==> src/rtl/dsm_pkg.sv <==
package dsm_pkg;

  // Door phases. The eighth code cannot be reached and is handled as boot.
  typedef enum logic [2:0] {
    PH_BOOT        = 3'd0,
    PH_OPEN        = 3'd1,
    PH_PART_OPEN   = 3'd2,
    PH_CLOSED      = 3'd3,
    PH_PART_CLOSED = 3'd4,
    PH_HELD        = 3'd5,
    PH_PART_HELD   = 3'd6
  } phase_e;

  // Door programs selected by the mode register.
  localparam logic [2:0] MODE_DISABLED    = 3'd0;
  localparam logic [2:0] MODE_SINGLE_GND  = 3'd1;
  localparam logic [2:0] MODE_SINGLE_HIGH = 3'd2;
  localparam logic [2:0] MODE_DUAL_GND    = 3'd3;
  localparam logic [2:0] MODE_DUAL_HIGH   = 3'd4;
  localparam logic [2:0] MODE_LOCK_GND    = 3'd5;
  localparam logic [2:0] MODE_LOCK_HIGH   = 3'd6;
  localparam logic [2:0] MODE_UNUSED      = 3'd7;

  // Relay roles.
  localparam logic [1:0] ROLE_NONE   = 2'd0;
  localparam logic [1:0] ROLE_CUTOFF = 2'd1;
  localparam logic [1:0] ROLE_CLOSED = 2'd2;
  localparam logic [1:0] ROLE_LOCKED = 2'd3;

  // Configuration register indexes.
  localparam logic [2:0] REG_DOOR_MODE   = 3'd0;
  localparam logic [2:0] REG_THRESHOLD   = 3'd1;
  localparam logic [2:0] REG_HOLD_TICKS  = 3'd2;
  localparam logic [2:0] REG_RELAY0_ROLE = 3'd3;
  localparam logic [2:0] REG_RELAY1_ROLE = 3'd4;
  localparam logic [2:0] REG_RELAY2_ROLE = 3'd5;
  localparam logic [2:0] REG_RELAY3_ROLE = 3'd6;

  localparam int unsigned NumRelays = 4;
  localparam int unsigned CfgIdxW   = 3;
  localparam int unsigned CfgDataW  = 16;

  localparam logic [9:0]  ThresholdReset = 10'd128;
  localparam logic [15:0] HoldTicksReset = 16'd220;
  localparam logic [15:0] TickMax        = 16'hFFFF;

  typedef struct packed {
    logic [9:0] sense_a;
    logic [9:0] sense_b;
    logic       believed_locked;
    logic       motion_sensed;
  } dsm_in_t;

  typedef struct packed {
    logic [2:0] door_state;
    logic       state_changed;
    logic       doors_closed;
    logic       doors_open;
    logic       doors_partly_open;
    logic       door_locked;
    logic       allow_locking;
    logic       motion_cutoff;
    logic [3:0] relay_drive;
    logic [3:0] relay_active;
  } dsm_out_t;

endpackage

==> src/rtl/door_state_monitor.sv <==
// Door state monitor.
// Input channel (in_valid_i / in_ready_o / in_data_i) carries one sample item:
// two sense converter readings, the believed-locked flag and the motion input.
// Output channel (out_valid_o / out_ready_i / out_data_o) carries one result
// item per sample while the door mode is neither disabled nor the unused code; in
// those modes an item is consumed and produces nothing, and the door state is left untouched.
// Configuration is a write-only port (cfg_we_i, cfg_index_i, cfg_data_i) that the user
// must write only while no item is in flight; the block itself does not enforce it.
// Structure: a sample accepted at a clock edge is held in the input register,
// and its result is loaded into the output register when that register has room.
// Throughput is one item per cycle while the receiver takes results;
// the classification, the door machine and the relay logic are a single level
// of logic between the input register and the output register.
// When the receiver stalls, the output register holds its item and the input
// register can still take one more sample; ready drops only when both are full.
// Reset clears both registers' valid flags, returns the door machine to boot
// with a zero hold timer and loads the configuration registers with their default values.
module door_state_monitor (
  input  logic                          clk_i,
  input  logic                          rst_ni,
  input  logic                          in_valid_i,
  output logic                          in_ready_o,
  input  dsm_pkg::dsm_in_t              in_data_i,
  output logic                          out_valid_o,
  input  logic                          out_ready_i,
  output dsm_pkg::dsm_out_t             out_data_o,
  input  logic                          cfg_we_i,
  input  logic [dsm_pkg::CfgIdxW-1:0]   cfg_index_i,
  input  logic [dsm_pkg::CfgDataW-1:0]  cfg_data_i
);
  import dsm_pkg::*;

  // Configuration registers.
  logic [2:0]                     door_mode_q;
  logic [9:0]                     threshold_q;
  logic [15:0]                    hold_ticks_q;
  logic [NumRelays-1:0][1:0]      relay_role_q;

  // Door machine state.
  phase_e      phase_q, phase_d;
  logic [15:0] ticks_q, ticks_d;

  // Input and output registers.
  logic     s1_valid_q;
  dsm_in_t  s1_data_q;
  logic     out_valid_q;
  dsm_out_t out_q;
  dsm_out_t res;

  logic mode_enabled;
  logic out_space;
  logic s1_leave;
  logic out_load;
  logic a_gnd, b_gnd, a_closed, b_closed, locked;
  logic closed, open_both, partly;
  logic [15:0] elapsed;
  logic hold_done;
  logic allow, cutoff;

  always_ff @(posedge clk_i or negedge rst_ni) begin
    if (!rst_ni) begin
      door_mode_q  <= MODE_DISABLED;
      threshold_q  <= ThresholdReset;
      hold_ticks_q <= HoldTicksReset;
      relay_role_q <= '0;
    end else if (cfg_we_i) begin
      unique case (cfg_index_i)
        REG_DOOR_MODE:   door_mode_q     <= cfg_data_i[2:0];
        REG_THRESHOLD:   threshold_q     <= cfg_data_i[9:0];
        REG_HOLD_TICKS:  hold_ticks_q    <= cfg_data_i[15:0];
        REG_RELAY0_ROLE: relay_role_q[0] <= cfg_data_i[1:0];
        REG_RELAY1_ROLE: relay_role_q[1] <= cfg_data_i[1:0];
        REG_RELAY2_ROLE: relay_role_q[2] <= cfg_data_i[1:0];
        REG_RELAY3_ROLE: relay_role_q[3] <= cfg_data_i[1:0];
        default: ;
      endcase
    end
  end

  assign mode_enabled = (door_mode_q != MODE_DISABLED) && (door_mode_q != MODE_UNUSED);
  assign out_space    = !out_valid_q || out_ready_i;
  // A disabled-mode item leaves without needing room in the output register.
  assign s1_leave     = s1_valid_q && (!mode_enabled || out_space);
  assign out_load     = s1_valid_q && mode_enabled && out_space;
  assign in_ready_o   = !s1_valid_q || s1_leave;

  // Leaf classification.
  always_comb begin
    a_gnd = s1_data_q.sense_a < threshold_q;
    b_gnd = s1_data_q.sense_b < threshold_q;
    a_closed = a_gnd;
    b_closed = a_gnd;
    locked   = s1_data_q.believed_locked;
    unique case (door_mode_q)
      MODE_SINGLE_GND: begin
        a_closed = a_gnd;
        b_closed = a_gnd;
      end
      MODE_SINGLE_HIGH: begin
        a_closed = !a_gnd;
        b_closed = !a_gnd;
      end
      MODE_DUAL_GND: begin
        a_closed = a_gnd;
        b_closed = b_gnd;
      end
      MODE_DUAL_HIGH: begin
        a_closed = !a_gnd;
        b_closed = !b_gnd;
      end
      MODE_LOCK_GND: begin
        a_closed = a_gnd;
        b_closed = a_gnd;
        locked   = b_gnd;
      end
      MODE_LOCK_HIGH: begin
        a_closed = !a_gnd;
        b_closed = !a_gnd;
        locked   = !b_gnd;
      end
      default: ;
    endcase
    closed    = a_closed && b_closed;
    open_both = !a_closed && !b_closed;
    partly    = a_closed != b_closed;
  end

  assign elapsed   = (ticks_q != TickMax) ? ticks_q + 16'd1 : TickMax;
  assign hold_done = elapsed >= hold_ticks_q;

  always_ff @(posedge clk_i or negedge rst_ni) begin
    if (!rst_ni) begin
      phase_q <= PH_BOOT;
      ticks_q <= '0;
    end else if (out_load) begin
      phase_q <= phase_d;
      ticks_q <= ticks_d;
    end
  end

  always_comb begin
    phase_d = phase_q;
    unique case (phase_q)
      PH_OPEN: begin
        if (partly)      phase_d = PH_PART_OPEN;
        else if (closed) phase_d = PH_CLOSED;
      end
      PH_PART_OPEN, PH_PART_CLOSED: begin
        if (open_both)   phase_d = PH_OPEN;
        else if (closed) phase_d = PH_CLOSED;
      end
      PH_CLOSED: begin
        if (partly)         phase_d = PH_PART_CLOSED;
        else if (open_both) phase_d = PH_OPEN;
        else if (hold_done) phase_d = PH_HELD;
      end
      PH_HELD: begin
        if (partly)         phase_d = PH_PART_HELD;
        else if (open_both) phase_d = PH_OPEN;
      end
      PH_PART_HELD: begin
        if (closed)         phase_d = PH_HELD;
        else if (open_both) phase_d = PH_OPEN;
        else if (hold_done) phase_d = PH_PART_CLOSED;
      end
      default: begin
        if (closed)         phase_d = PH_CLOSED;
        else if (open_both) phase_d = PH_OPEN;
        else                phase_d = PH_PART_OPEN;
      end
    endcase
    ticks_d = (phase_d != phase_q) ? '0 : elapsed;
  end

  assign allow  = !(phase_d == PH_OPEN || phase_d == PH_PART_OPEN ||
                    phase_d == PH_PART_CLOSED);
  assign cutoff = (phase_d == PH_HELD || phase_d == PH_PART_HELD) &&
                  s1_data_q.motion_sensed;

  always_comb begin
    res.door_state        = phase_d;
    res.state_changed     = phase_d != phase_q;
    res.doors_closed      = closed;
    res.doors_open        = open_both;
    res.doors_partly_open = partly;
    res.door_locked       = locked;
    res.allow_locking     = allow;
    res.motion_cutoff     = cutoff;
    for (int i = 0; i < NumRelays; i++) begin
      res.relay_active[i] = relay_role_q[i] != ROLE_NONE;
      case (relay_role_q[i])
        ROLE_CUTOFF: res.relay_drive[i] = cutoff || !allow;
        ROLE_CLOSED: res.relay_drive[i] = closed;
        ROLE_LOCKED: res.relay_drive[i] = locked;
        default:     res.relay_drive[i] = 1'b0;
      endcase
    end
  end

  always_ff @(posedge clk_i or negedge rst_ni) begin
    if (!rst_ni) begin
      s1_valid_q  <= 1'b0;
      out_valid_q <= 1'b0;
    end else begin
      if (in_ready_o) begin
        s1_valid_q <= in_valid_i;
      end
      if (out_space) begin
        out_valid_q <= out_load;
      end
    end
  end

  always_ff @(posedge clk_i) begin
    if (in_valid_i && in_ready_o) begin
      s1_data_q <= in_data_i;
    end
    if (out_load) begin
      out_q <= res;
    end
  end

  assign out_valid_o = out_valid_q;
  assign out_data_o  = out_q;

  a_ticks_clear_on_change: assert property (@(posedge clk_i) disable iff (!rst_ni)
    (out_load && res.state_changed) |=> (ticks_q == '0))
    else $error("hold timer not cleared on a door state change");

  a_no_result_when_disabled: assert property (@(posedge clk_i) disable iff (!rst_ni)
    out_load |-> mode_enabled)
    else $error("result produced in disabled mode");

  a_ready_only_full: assert property (@(posedge clk_i) disable iff (!rst_ni)
    !in_ready_o |-> (s1_valid_q && out_valid_q && !out_ready_i && mode_enabled))
    else $error("input stalled while there is room");

  a_cutoff_allows_lock: assert property (@(posedge clk_i) disable iff (!rst_ni)
    (out_valid_q && out_q.motion_cutoff) |-> out_q.allow_locking)
    else $error("motion cutoff outside a held state");

endmodule

==> config.mk <==
export PLATFORM = sky130hd
export DESIGN_NAME = door_state_monitor
export DESIGN_NICKNAME = d
export VERILOG_FILES = /design/src/rtl/dsm_pkg.sv /design/src/rtl/door_state_monitor.sv
export SDC_FILE = /design/constraint.sdc
export NUM_CORES = 1
export LEC_CHECK = 0
export ABC_AREA = 1
export BUFFER_PORTS_ARGS = -buffer_cell sky130_fd_sc_hd__buf_2
export CAP_MARGIN = 20
export CORE_UTILIZATION = 54
export CTS_BUF_LIST = sky130_fd_sc_hd__clkbuf_2
export DETAILED_ROUTE_END_ITERATION = 7
export PLACE_DENSITY = 0.78
export SYNTH_ARGS = -nofsm -noshare
export SYNTH_HDL_FRONTEND = slang
export SYNTH_SLANG_ARGS = --single-unit
==> constraint.sdc <==
create_clock -name clk_i -period 3.1 [get_ports clk_i]
set_input_delay 0.465 -clock clk_i [delete_from_list [all_inputs] [get_ports clk_i]]
set_output_delay 0.465 -clock clk_i [all_outputs]
set_load 0.01 [all_outputs]
After elaboration in Yosys (flattened, before gate mapping)
Index checks and enable logic that the tools add are counted.
Storage, ports and cells
  register bits after elaboration: 98
  latch bits: 0
  memory bits (writable): 0
  bits in read-only memories: 0
  input port bits: 46
  output and inout port bits: 20
  logic and storage cells: 129
  memories: 0
Operators by class
  $add $sub $neg: 1
  $mul: 0
  div/mod/pow operators: 0
  magnitude comparators: 3
  equality and inequality tests: 38
  shift-type cells: 0
  mux-type cells: 23
  bitwise operators: 0
  reduce and logical (&&, ||, !) cells: 39
Operators by type and width (number)
  3-bit == test (second input constant): 12
  3-bit 2-to-1 mux: 11
  16-bit 2-to-1 mux: 2
  3-bit by 2-bit == test with 1-bit output (second input constant): 7
  10-bit < comparator: 2
  16-bit by 1-bit adder with 16-bit output (second input constant): 1
  2-bit == test (second input constant): 8
  16-bit >= comparator: 1
  16-bit != test (second input constant): 1
  1-bit one-hot mux with 3 select lines: 5
  3-bit one-hot mux with 5 select lines: 1
  2-bit AND reduction: 7
  3-bit by 1-bit == test with 1-bit output (second input constant): 3
  2-bit by 1-bit == test with 1-bit output (second input constant): 4
  1-bit logical AND: 8
  1-bit logical NOT: 8
  2-bit nonzero test: 4
  1-bit logical OR: 7
  2-bit 2-to-1 mux: 2
  2-bit OR reduction: 2
  3-bit logical NOT: 1
  3-bit != test: 1
  3-bit != test (second input constant): 1
  3-bit nonzero test: 1
  4 further kinds: 4

Depth between registers and ports, before layout
Gate-level depths: netlist of run 1.
  word-level depth: 13
  depth in mapped cells: 27
  depth with buffers taken out: 27

Worst setup path before layout of run 1
Ideal clock, no wire load.
  path kind: flip-flop to flip-flop
  start: reg threshold_q[7]
  end: reg out_q (netlist bit out_data_o[14]), data pin
  setup time: 261 ps
  arrival: 2953 ps
  data required time: 2839 ps
  path slack: -114 ps
  stages on the path, launching flop included: 20
  path buffers: 1
  clock period less this slack: 3214 ps
  path through: dfstp_2 -> inv_1 -> ha_1 -> a21oi_1 -> o21a_1 -> nand3_1 -> nand2_1 -> inv_1 -> nand2_1 -> nand3_1 -> o21a_1 -> ha_1 -> inv_1 -> nand2_1 -> a21boi_1 -> o2111ai_2 -> xor2_1 -> a21oi_2 -> nand2_2 -> buf_6
RTL lines
  from (decl): RTL line door_state_monitor.sv:35  | logic [9:0] threshold_q;
  from (signal assigned): RTL line door_state_monitor.sv:63  | threshold_q <= ThresholdReset;
  from (signal assigned): RTL line door_state_monitor.sv:69  | REG_THRESHOLD: threshold_q <= cfg_data_i[9:0];
  to (signal assigned): RTL line door_state_monitor.sv:219  | out_q <= res;
  to (decl): RTL line door_state_monitor.sv:47  | dsm_out_t out_q;

Final worst setup path of run 1
  start: reg threshold_q[7]
  end: reg out_q (netlist bit out_data_o[9]), data pin
On the way
  elaborated cells between the ends (all ways): 29
  classes of those cells: order compare (2); eq/ne (4); mux (14); reduce/logical (9)
RTL lines
  10-bit < comparator (on tied branches): RTL line door_state_monitor.sv:89, door_state_monitor.sv:90
  1-bit logical NOT (on tied branches)
  1-bit one-hot mux with 3 select lines / 1-bit 2-to-1 mux (equally long branches)
  1-bit != test (*): RTL line door_state_monitor.sv:125  | partly = a_closed != b_closed;
  named net partly: RTL line door_state_monitor.sv:55  | logic closed, open_both, partly;
  3-bit 2-to-1 mux (on tied branches): RTL line door_state_monitor.sv:158, door_state_monitor.sv:145, door_state_monitor.sv:153
  3-bit one-hot mux with 5 select lines (*): RTL line door_state_monitor.sv:143  | unique case (phase_q)
  3-bit by 1-bit == test with 1-bit output / 3-bit by 2-bit == test with 1-bit output (equally long branches): RTL line door_state_monitor.sv:175  | assign allow = !(phase_d == PH_OPEN || phase_d == PH_PART_OPEN ||
  1-bit logical OR: RTL line door_state_monitor.sv:175
  1-bit logical OR (*): RTL line door_state_monitor.sv:175
  1-bit logical NOT (*): RTL line door_state_monitor.sv:175
  named net allow: RTL line door_state_monitor.sv:58  | logic allow, cutoff;
Mark *: on every way through the listed nets, which the timed path passes. The rest lies on a longest branch.
A chain may end at the register's enable or synchronous reset.

==> results of run 1 <==
-- registers in the layout (all words and copies together), names as in the netlist --
register,count
s1_data_q,22
out_data_o,18
hold_ticks_q,16
ticks_q,16
threshold_q,10
relay_role_q,8
door_mode_q,3
phase_q,3
out_valid_o,1
s1_valid_q,1
-- logic make-up (layout without fill, tap and decap cells) --
logic type                 after synthesis  after routing  share of synthesized area [%]
AOI/OAI and AO/OA                      115            115                           12.3
DFF                                     98             98                           50.3
adders and majority gates               38             38                           8.99
xor gates and xnor gates                 4              4                          0.663
and+or+nand+nor                        256            256                           20.2
buffers and inverters                  102            283                           7.57
-- power by group through the flow --
stage,logic [mW],registers [mW],clock network [mW]
4_1_cts,2.29,1.79,0.635
6_report,2.71,1.80,0.639
3_3_place_gp,1.82,1.81,0
2_1_floorplan,1.17,1.81,0
5_1_grt,2.94,1.83,0.700
3_5_place_dp,1.88,1.81,0
-- repair_timing --
action / 4_1_cts / 5_1_grt
gates resized for setup: 42 / 69
buffers inserted: 22 / 16
setup endpoints to repair: 25 / 30
cloned: 0 / 1
endpoints found under the hold margin: 38 / 11
pin swaps: 31 / 39
hold buffers: 12 / 11
-- cells in the final DEF, fill, tap and decap left out, drive strengths merged --
master         n
nand3b         3
xor2           2
nand4         10
o21ai         73
clkbuf         9
ha            38
buf          154
xnor2          2
a21o           1
dfstp          6
or4            1
or2            2
dlygate4sd3   23
o21a           4
edfxtp        40
o211ai         2
a21oi         32
nor3           6
nor2          41
dfrtp         52
nand3         28
clkinv         4
nand2        164
nor4           1
a21boi         1
o2111ai        2
inv           93
-- worst paths after layout --
path | start | to | slack, ns | depth (start not counted)
worst max register to register | threshold_q[7]$_DFFE_PN1P_ | out_data_o[9]$_DFFE_PP_ | -0.34 | 22
max in group asynchronous | rst_ni | threshold_q[7]$_DFFE_PN1P_ | 1.92 | 3
worst max-delay path | threshold_q[7]$_DFFE_PN1P_ | out_data_o[9]$_DFFE_PP_ | -0.34 | 22
min in group asynchronous | rst_ni | ticks_q[12]$_DFFE_PN0P_ | 0.39 | 2
worst min register to register | hold_ticks_q[2]$_DFFE_PN1P_ | hold_ticks_q[2]$_DFFE_PN1P_ | 0.52 | 2
worst min-delay path | cfg_data_i[4] | hold_ticks_q[4]$_DFFE_PN1P_ | 0.03 | 3
-- final cells by class --
type                       instances  share of cell area (%)
clock inverter                     7                   0.937
inverter                          90                    4.76
clock buffer                       9                   0.625
sequential                        98                    36.9
multi-input combinational        413                    37.1
tap                              129                    2.24
timing repair buffer             177                    17.4
-- Yosys cell counts, types with 2 or more instances --
library cell,number
nand2_1,162
inv_1,87
o21ai_0,62
dfrtp_1,52
edfxtp_1,40
nor2_1,39
ha_1,38
a21oi_1,31
nand3_1,28
nand4_1,10
o21ai_2,10
clkbuf_1,8
dfstp_2,6
nor3_1,5
o21a_1,4
nand3b_1,3
buf_2,2
buf_6,2
inv_2,2
nand2_2,2
nor2_2,2
o211ai_1,2
xnor2_1,2
xor2_1,2
-- routing by layer --
metal  global-route usage [%]  vias to the layer above  wire length [um]
met3                     4.51                       30               488
met4                     11.3                        0               350
met2                     47.4                      133              7330
met5                        0                        -                 0
met1                     32.6                     2275              5740
li1                         -                     2376                 -
-- per-stage QoR --
| step | setup TNS, ns | utilization (%) |
|---|---|---|
| 6_report | -7.33 | 76.9 |
| 5_1_grt | -12.51 | 76.9 |
| 4_1_cts | -3.57 | 71.4 |
| 3_5_place_dp | -6.03 | 65.6 |
| 3_3_place_gp | -5.19 | 65.6 |
| 2_1_floorplan | 0 | - |
-- critical path, delay by kind of cell, from the launching register on --
kind                     cells  cell delay [ns]
AND/OR/NAND/NOR             12             0.96
AO/OA/AOI/OAI                4             0.78
flip-flops                   1             0.63
adder cells (fa/ha/maj)      2             0.48
buffers and inverters        4             0.38
==> results.md, run 1 <==
- Pre-CTS setup slack: -0.375 ns
- Number of global-route vias before repair: 4,632
- Final Setup Violations: 29
- Unrepaired setup endpoints after global routing: true
- Worst VDD drop: 0.439 mV
- Clk_skew: 0.0530 ns
- Placed Area: 0.00615 sq mm
- Leak Pwr: 3.51 nW
- DRC: 0
- Number of port buffers: 65
- Failing checks: negative setup slack
- F_max: 291 MHz
- Worst Path Max Fanout: 4
- Synth unique cells: 36
- Synthesis-stage register bit count: 98
- Flop pwr share: 35.0%
- Antenna fix cells: 0
- Hold slack final: 0.0254 ns
- Core area: 0.00937 sq mm
- Routability congestion estimate from global placement: 0.845
- Fin area: 0.00721 sq mm
- Die H: 101 um
- HP Class: primary input to flop
- Vias per cell: 5.22
- Initial core utilization: 56.4%
- Yosys top cell by area: dfrtp_1
- Sw Pwr: 2.13 mW
- Vias: 4,814
- Cell Int Power: 3.02 mW
- Endpoints failing hold: 0
- # clock sinks: 98
- Max-cap viol count: 0
- Layout Nets: 873
- Total CTS buffers: 9
- Measured slew at the worst slew-check pin: 1.01 ns
- Syn_nets: 697
- Routed wire length: 13,900 um
- Die X-Extent: 101 um
- CTS tree: yes
- Switching fraction of total power: 41.4%
- Ratio of cells with drive above 1 in the final layout: 35.4%
- Placed instance count: 845
- Skew-Pair Late Insertion Delay: 0.63 ns
- Critical Path RT: 3.53 ns
- Gate count of the mapped netlist: 613
- # rows: 35
- Total GRT Usage: 26.9%
- Largest net degree at the start of global routing: 39
- Clk pwr share: 12.4%
- Critical path arrival: 3.87 ns
- CP Capture Type: flop
- Post-synth EDFFs: 40
- Setup CP Type: flop to flop
- Sequential area share after synthesis: 50.3%
- Total power draw: 5.15 mW
- Dpl hpwl: 8750 um
- Pre-antenna DRT Iters: 7
- Clk buf depth: 2
- Area Overhead vs Synth: 36.3%
- IO Count: 66
- Crit-path slowest cell: dfstp_2
- Power density over cell area: 714 mW/mm^2
- Mean Syn Cell Area: 8.63 sq um
- Post-synth ARST share: 59.2%
- Startpoint Class: flop
- Synth area leaders: dfrtp_1, edfxtp_1, nand2_1
- Initial antenna violation count: 0
- Fill count: 655
- Max-slew violations: 0
- Die area: 0.0102 sq mm
- Drt initial violations: 193
- Htree depth: 3
- Clock root buffer: clkbuf_2
- Fin cells: 923
- Final setup margin: -0.341 ns
- Result of the run: finished, violations left
- Clk slew on worst S/H paths: 0.32 ns
- First-pass GRT wire length: 21,000 um
- Wire per inst: 15.1 um
- Final antenna-violating net count: 0
- Crit share post-route: 111%
- Combinational fraction of design power: 52.6%
- Area taken by multi-input logic gates: 0.00268 sq mm
- CP Cell Sequence: inv_4, ha_4, nand2_2, nor2_2, o211ai_1, o2111ai_4, nand2_2, nand3_2, o21a_4, ha_4, inv_4, nand2_4, a21oi_2, nand3_1, nand2_2, nand2_4, nand2_2, nand2_2, nand3_2, nand2_2, buf_4, buf_4
- CP most frequent cell: nand2_2
- Post-synth top area share: 24.6%
- Global route overflow: 0
- Synth warn: 0
- Reg area: 0.00266 sq mm
- Final Critical Period: 3.44 ns
- Dominant synthesized flop cell: dfrtp_1
- Max_slew headroom: 32.4%
- Synthesized cell area: 0.00529 sq mm
- CP peak stage delay: 0.63 ns
Power figures use the tool's default switching activity.
==> inputs of run 2 (changes only) <==
Settings changed: CORE_UTILIZATION 54 to 55, GPL_ROUTABILITY_DRIVEN from default to 0, PLACE_DENSITY 0.78 to default, PLACE_DENSITY_LB_ADDON from default to 0.12.
Clock period 3.1 ns to 4.3 ns, I/O delays scaled along.
==> run 2 against run 1 <==
The flow now finishes without violations. Largest cell class is now flip-flops and latches. Design area down 19%. Clock power is 37% lower. Sequential cell count did not move. Highest routed layer unchanged.
==> results.md, run 2 (synthesized netlist as in run 1, its figures left out) <==
- Result of the run: complete, no violations (was finished, violations left)
- Number of port buffers: 65 (unchanged)
- Die X-Extent: 100 um (was 101 um)
- Most common cell after layout, fill and taps aside: nand2_1 (unchanged)
- F_max: 256 MHz (was 291 MHz)
- Layout Nets: 764 (was 873)
- Total CTS buffers: 9 (unchanged)
- Final Critical Period: 3.90 ns (was 3.44 ns)
- Startpoint Class: flop (unchanged)
- Worst Path Max Fanout: 8 (was 4)
- Max-slew violations: 0 (unchanged)
- Die area: 0.0100 sq mm (was 0.0102 sq mm)
- Worst r2r src: threshold_q[7]$_DFFE_PN1P_ (unchanged)
- Hold slack final: 0.208 ns (was 0.0254 ns)
- Vias per cell: 5.29 (was 5.22)
- Placed instance count: 797 (was 845)
- Final Util: 62.9% (was 76.9%)
- Leak Pwr: 2.83 nW (was 3.51 nW)
- Skew-Pair Late Insertion Delay: 0.58 ns (was 0.63 ns)
- Worst VDD drop: 0.251 mV (was 0.439 mV)
- Area Overhead vs Synth: 10.4% (was 36.3%)
- Total negative setup slack: 0 ns (was -7.33 ns)
- Initial core utilization: 57.0% (was 56.4%)
- Routed wire length: 10,800 um (was 13,900 um)
- Fin area: 0.00584 sq mm (was 0.00721 sq mm)
- Die H: 100 um (was 101 um)
- CTS tree: yes (unchanged)
- Met3 WL: 400 um (was 488 um)
- Hold Crit Start: in_data_i[20] (was cfg_data_i[4])
- Clk buf depth: 2 (unchanged)
- Final Setup Violations: 0 (was 29)
- Initial antenna violation count: 0 (unchanged)
- Number of global-route vias before repair: 4,070 (was 4,632)
- # clock sinks: 98 (unchanged)
- Setup CP Type: flop to flop (unchanged)
- Critical path arrival: 4.26 ns (was 3.87 ns)
- Metal1 wirelength: 4780 um (was 5740 um)
- Placed Area: 0.00573 sq mm (was 0.00615 sq mm)
- Pre-CTS setup slack: 0.470 ns (was -0.375 ns)
- Critical Path RT: 4.66 ns (was 3.53 ns)
- Total power draw: 2.79 mW (was 5.15 mW)
- Final antenna-violating net count: 0 (unchanged)
- Max_slew headroom: 37.2% (was 32.4%)
- DRC: 0 (unchanged)
- Met2 WL: 5220 um (was 7330 um)
- Measured slew at the worst slew-check pin: 0.940 ns (was 1.01 ns)
- HP Class: primary input to flop (unchanged)
- Pre-antenna DRT Iters: 4 (was 7)
- Clk slew on worst S/H paths: 0.29 ns (was 0.32 ns)
- DR top layer: met4 (unchanged)
- Crit path from: threshold_q[7]$_DFFE_PN1P_ (unchanged)
- Fin cells: 814 (was 923)
- Core area: 0.00928 sq mm (was 0.00937 sq mm)
- Unrepaired setup endpoints after global routing: false (was true)
- Largest Register: s1_data_q (unchanged)
- Power density over cell area: 478 mW/mm^2 (was 714 mW/mm^2)
- Largest net degree at the start of global routing: 40 (was 39)
- Final setup margin: 0.401 ns (was -0.341 ns)
- Clock root buffer: clkbuf_2 (unchanged)
- First-pass GRT wire length: 17,600 um (was 21,000 um)
- Clk_skew: 0.0449 ns (was 0.0530 ns)
- Vias: 4,306 (was 4,814)
- Drt initial violations: 176 (was 193)
- CP Capture Type: flop (unchanged)
- Crit share post-route: 90.7% (was 111%)
- # rows: 35 (unchanged)
- Post-cts resize count: 0 (was 42)
- Most frequent cells in the layout: nand2_1, inv_1, buf_2, o21ai_0, dfrtp_1 (was nand2_1, buf_4, inv_1, buf_2, dfrtp_1)
- Htree depth: 3 (unchanged)
- Total GRT Usage: 22.6% (was 26.9%)
- Global route overflow: 0 (unchanged)
- Ratio of cells with drive above 1 in the final layout: 16.1% (was 35.4%)
- IO Count: 66 (unchanged)
- Endpoints failing hold: 0 (unchanged)
- Antenna fix cells: 0 (unchanged)
- Largest register FFs: 22 (unchanged)
- Max-cap viol count: 0 (unchanged)
- Wire per inst: 13.2 um (was 15.1 um)
- Dpl hpwl: 8120 um (was 8750 um)
run 2: path summary, 6_finish.rpt:
kind	end	slack [ns]	cells after the start
setup / recovery	out_data_o[7]$_DFFE_PP_	0.40	23
hold / removal	s1_data_q[20]$_DFFE_PP_	0.21	1
setup reg to reg	out_data_o[7]$_DFFE_PP_	0.40	23
hold reg to reg	hold_ticks_q[2]$_DFFE_PN1P_	0.51	2
max in group asynchronous	hold_ticks_q[2]$_DFFE_PN1P_	2.81	3
min in group asynchronous	relay_role_q[2]$_DFFE_PN0P_	0.53	2
run 2: power breakdown:
group | internal [mW] | switching, mW | total [mW]
combinational | 0.345 | 0.749 | 1.09
clock | 0.0810 | 0.322 | 0.403
sequential | 1.19 | 0.101 | 1.29
run 2: per-layer routing:
metal	GRT usage, %	vias up
met1	27.9	1992
met4	13.4	0
met2	38.1	128
met3	3.13	32
li1	-	2154
met5	0	-
run 2: worst max-delay path: stages (launching register included):
cell	delay, ns
dfstp_2	0.59
inv_1	0.07
ha_1	0.31
a21oi_1	0.16
o21a_1	0.15
nand3_1	0.12
nand2_1	0.08
inv_1	0.05
nand2_1	0.05
nand3_1	0.07
o21a_1	0.20
ha_1	0.24
inv_1	0.26
nand3_1	0.15
a21boi_1	0.21
o2111ai_2	0.21
inv_1	0.09
nand2_1	0.11
nand2_1	0.09
nand3_1	0.11
nand2_1	0.10
nand2_1	0.14
nand2_1	0.10
nand2_1	0.05
run 2: repair_timing:
action,in CTS,in global routing
endpoints found under the setup margin,0,0
buffers inserted,0,0
hold buffers,1,0
endpoints found under the hold margin,10,0
run 2: final cells by class:
class | count | area, sq um
Inverter | 90 | 338
Multi-Input combinational cell | 413 | 2230
Sequential cell | 98 | 2660
Clock buffer | 9 | 45.0
Tap cell | 129 | 161
Timing Repair Buffer | 68 | 350
Clock inverter | 7 | 52.6
Fill cell | 834 | 3450
==> inputs of run 3 (changes only) <==
Settings changed: CTS_BUF_LIST sky130_fd_sc_hd__clkbuf_2 to default.
==> run 3 against run 2 <==
Clock skew shrank 0.027 ns. Clock-buffer cell count unchanged. Total power grew 5.3%. Routed wire length up 0.45%. Register-to-register slack got worse by 0.04 ns. Hold slack improved by 0.041 ns. Design area increased by 1.3%. Critical path type unchanged. Sequential share of layout area shrank 0.57 points. Combinational power barely moved. First-iteration DRC count grew 23%. Sequential power barely moved. Die area unchanged.
==> results.md, run 3 (synthesized netlist as in run 1, its figures left out) <==
- Result of the run: complete, no violations (unchanged)
- Antenna fix cells: 0 (unchanged)
- Met2 usage: 38.7% (was 38.1%)
- Area Overhead vs Synth: 11.8% (was 10.4%)
- Clock root buffer: clkbuf_8 (was clkbuf_2)
- Pre-CTS setup slack: 0.470 ns (unchanged)
- CP peak stage delay: 0.54 ns (was 0.59 ns)
- Max_slew headroom: 37.0% (was 37.2%)
- Measured slew at the worst slew-check pin: 0.942 ns (was 0.940 ns)
- CP most frequent cell: nand2_1 (unchanged)
- Clk_skew: 0.0182 ns (was 0.0449 ns)
- Max-slew violations: 0 (unchanged)
- Leak Pwr: 2.85 nW (was 2.83 nW)
- # clock sinks: 98 (unchanged)
- Number of global-route vias before repair: 4,087 (was 4,070)
- Critical Path RT: 4.44 ns (was 4.66 ns)
- Die area: 0.0100 sq mm (unchanged)
- Crit share post-route: 91.6% (was 90.7%)
- Global route overflow: 0 (unchanged)
- R2R setup slack: 0.36 ns (was 0.40 ns)
- Final setup margin: 0.362 ns (was 0.401 ns)
- Most common cell after layout, fill and taps aside: nand2_1 (unchanged)
- Initial antenna violation count: 0 (unchanged)
- Largest Register: s1_data_q (unchanged)
- Die H: 100 um (unchanged)
- Post-CTS setup buffer count: 0 (unchanged)
- Layout Nets: 763 (was 764)
- Core area: 0.00928 sq mm (unchanged)
- Total CTS buffers: 9 (unchanged)
- Drt initial violations: 217 (was 176)
- Vias: 4,316 (was 4,306)
- HP Class: primary input to async pin (was primary input to flop)
- Final Util: 63.7% (was 62.9%)
- Total GRT Usage: 22.8% (was 22.6%)
- Vias per cell: 5.31 (was 5.29)
- Total negative setup slack: 0 ns (unchanged)
- Htree depth: 3 (unchanged)
- WP buf/inv: 4 (unchanged)
- Dpl hpwl: 8120 um (unchanged)
- GR Util met1: 28.2% (was 27.9%)
- Most frequent cells in the layout: nand2_1, inv_1, buf_2, o21ai_0, dfrtp_1 (unchanged)
- CP top delay family: simple AND/OR/NAND/NOR gates (unchanged)
- M3 GR Usage: 2.99% (was 3.13%)
- Startpoint Class: flop (unchanged)
- CP Capture Type: flop (unchanged)
- Die X-Extent: 100 um (unchanged)
- Final antenna-violating net count: 0 (unchanged)
- Power density over cell area: 497 mW/mm^2 (was 478 mW/mm^2)
- Final Setup Violations: 0 (unchanged)
- Post-cts resize count: 0 (unchanged)
- First-pass GRT wire length: 17,800 um (was 17,600 um)
- Total power draw: 2.94 mW (was 2.79 mW)
- Final Critical Period: 3.94 ns (was 3.90 ns)
- CTS tree: yes (unchanged)
- # rows: 35 (unchanged)
- DRC: 0 (unchanged)
- Fill count: 824 (was 834)
- Pre-antenna DRT Iters: 4 (unchanged)
- Worst Path Max Fanout: 8 (unchanged)
- CP Cell Sequence: inv_1, ha_1, a21oi_1, o21a_1, nand3_1, nand2_1, inv_1, nand2_1, nand3_1, o21a_1, ha_1, inv_1, nand3_1, a21boi_1, o2111ai_2, inv_1, nand2_1, nand2_1, nand3_1, nand2_1, nand2_1, nand2_1, nand2_1 (unchanged)
- Critical path arrival: 4.07 ns (was 4.26 ns)
- Setup CP Type: flop to flop (unchanged)
- Skew-Pair Late Insertion Delay: 0.38 ns (was 0.58 ns)
- Ratio of cells with drive above 1 in the final layout: 16.2% (was 16.1%)
- Worst VDD drop: 0.232 mV (was 0.251 mV)
- GR peak layer: met2 (unchanged)
- Max-cap viol count: 0 (unchanged)
- Initial core utilization: 57.0% (unchanged)
- Post-CTS Hold Buffers: 0 (was 1)
- Unrepaired setup endpoints after global routing: false (unchanged)
- IO Count: 66 (unchanged)
- Clk slew on worst S/H paths: 0.10 ns (was 0.29 ns)
- Largest register FFs: 22 (unchanged)
- Largest net degree at the start of global routing: 40 (unchanged)
- F_max: 254 MHz (was 256 MHz)
- Wire per inst: 13.3 um (was 13.2 um)
- Routed wire length: 10,800 um (about the same)
- Endpoints failing hold: 0 (unchanged)
- Clk buf depth: 2 (unchanged)
- Crit-path slowest cell: dfstp_2 (unchanged)
- Number of port buffers: 65 (unchanged)
-- run 3: changes by cell type in the layout (fill, tap and decap cells not counted), sizes merged --
| cell | delta |
|---|---|
| dlygate4sd3 | -1 |
-- run 3: path summary, 6_finish.rpt --
check,startpoint,end,cells past startpoint
max,threshold_q[7]$_DFFE_PN1P_,out_data_o[4]$_DFFE_PP_,23
min,rst_ni,relay_role_q[2]$_DFFE_PN0P_,1
max reg2reg,threshold_q[7]$_DFFE_PN1P_,out_data_o[4]$_DFFE_PP_,23
min reg2reg,hold_ticks_q[5]$_DFFE_PN0P_,hold_ticks_q[5]$_DFFE_PN0P_,2
max in group asynchronous,rst_ni,hold_ticks_q[2]$_DFFE_PN1P_,2
min in group clk_i,in_data_i[20],s1_data_q[20]$_DFFE_PP_,1
-- run 3: power breakdown --
part           internal [mW]  switching [mW]  leakage, nW
sequential              1.19           0.101         1.11
clock                  0.214           0.334       0.0900
combinational          0.344           0.753         1.65
-- run 3: through the flow --
| step | instances | hold slack, ns | area, sq um |
|---|---|---|---|
| global route | 813 | 0.270 | 5910 |
| floorplan | 613 | 0.349 | 5290 |
| finish | 813 | 0.249 | 5910 |
| global placement | 797 | 0.468 | 5730 |
| CTS | 813 | 0.249 | 5910 |
| detailed placement | 797 | 0.477 | 5730 |
-- run 3: per-layer routing --
layer | up-vias | share of wire [%]
met5 | - | 0
met4 | 0 | 3.2
met3 | 30 | 3.8
met2 | 130 | 49
met1 | 2007 | 44
li1 | 2149 | -
-- run 3: area by class of cell --
| cell class | instances | area [sq um] | area share [%] |
|---|---|---|---|
| sequential | 98 | 2660 | 45.0 |
| multi-input combinational | 413 | 2230 | 37.8 |
| timing repair buffer | 67 | 340 | 5.76 |
| inverter | 90 | 338 | 5.72 |
| tap | 129 | 161 | 2.73 |
| clock buffer | 9 | 124 | 2.10 |
| clock inverter | 7 | 52.6 | 0.889 |
-- run 3: worst reg2reg max path: stages, from the launching register on --
cell and delay [ns]:
dfstp_2 0.54, inv_1 0.07, ha_1 0.31, a21oi_1 0.16, o21a_1 0.15, nand3_1 0.13
nand2_1 0.09, inv_1 0.05, nand2_1 0.05, nand3_1 0.07, o21a_1 0.20, ha_1 0.25
inv_1 0.27, nand3_1 0.16, a21boi_1 0.21, o2111ai_2 0.21, inv_1 0.09, nand2_1 0.11
nand2_1 0.09, nand3_1 0.11, nand2_1 0.10, nand2_1 0.14, nand2_1 0.10, nand2_1 0.05
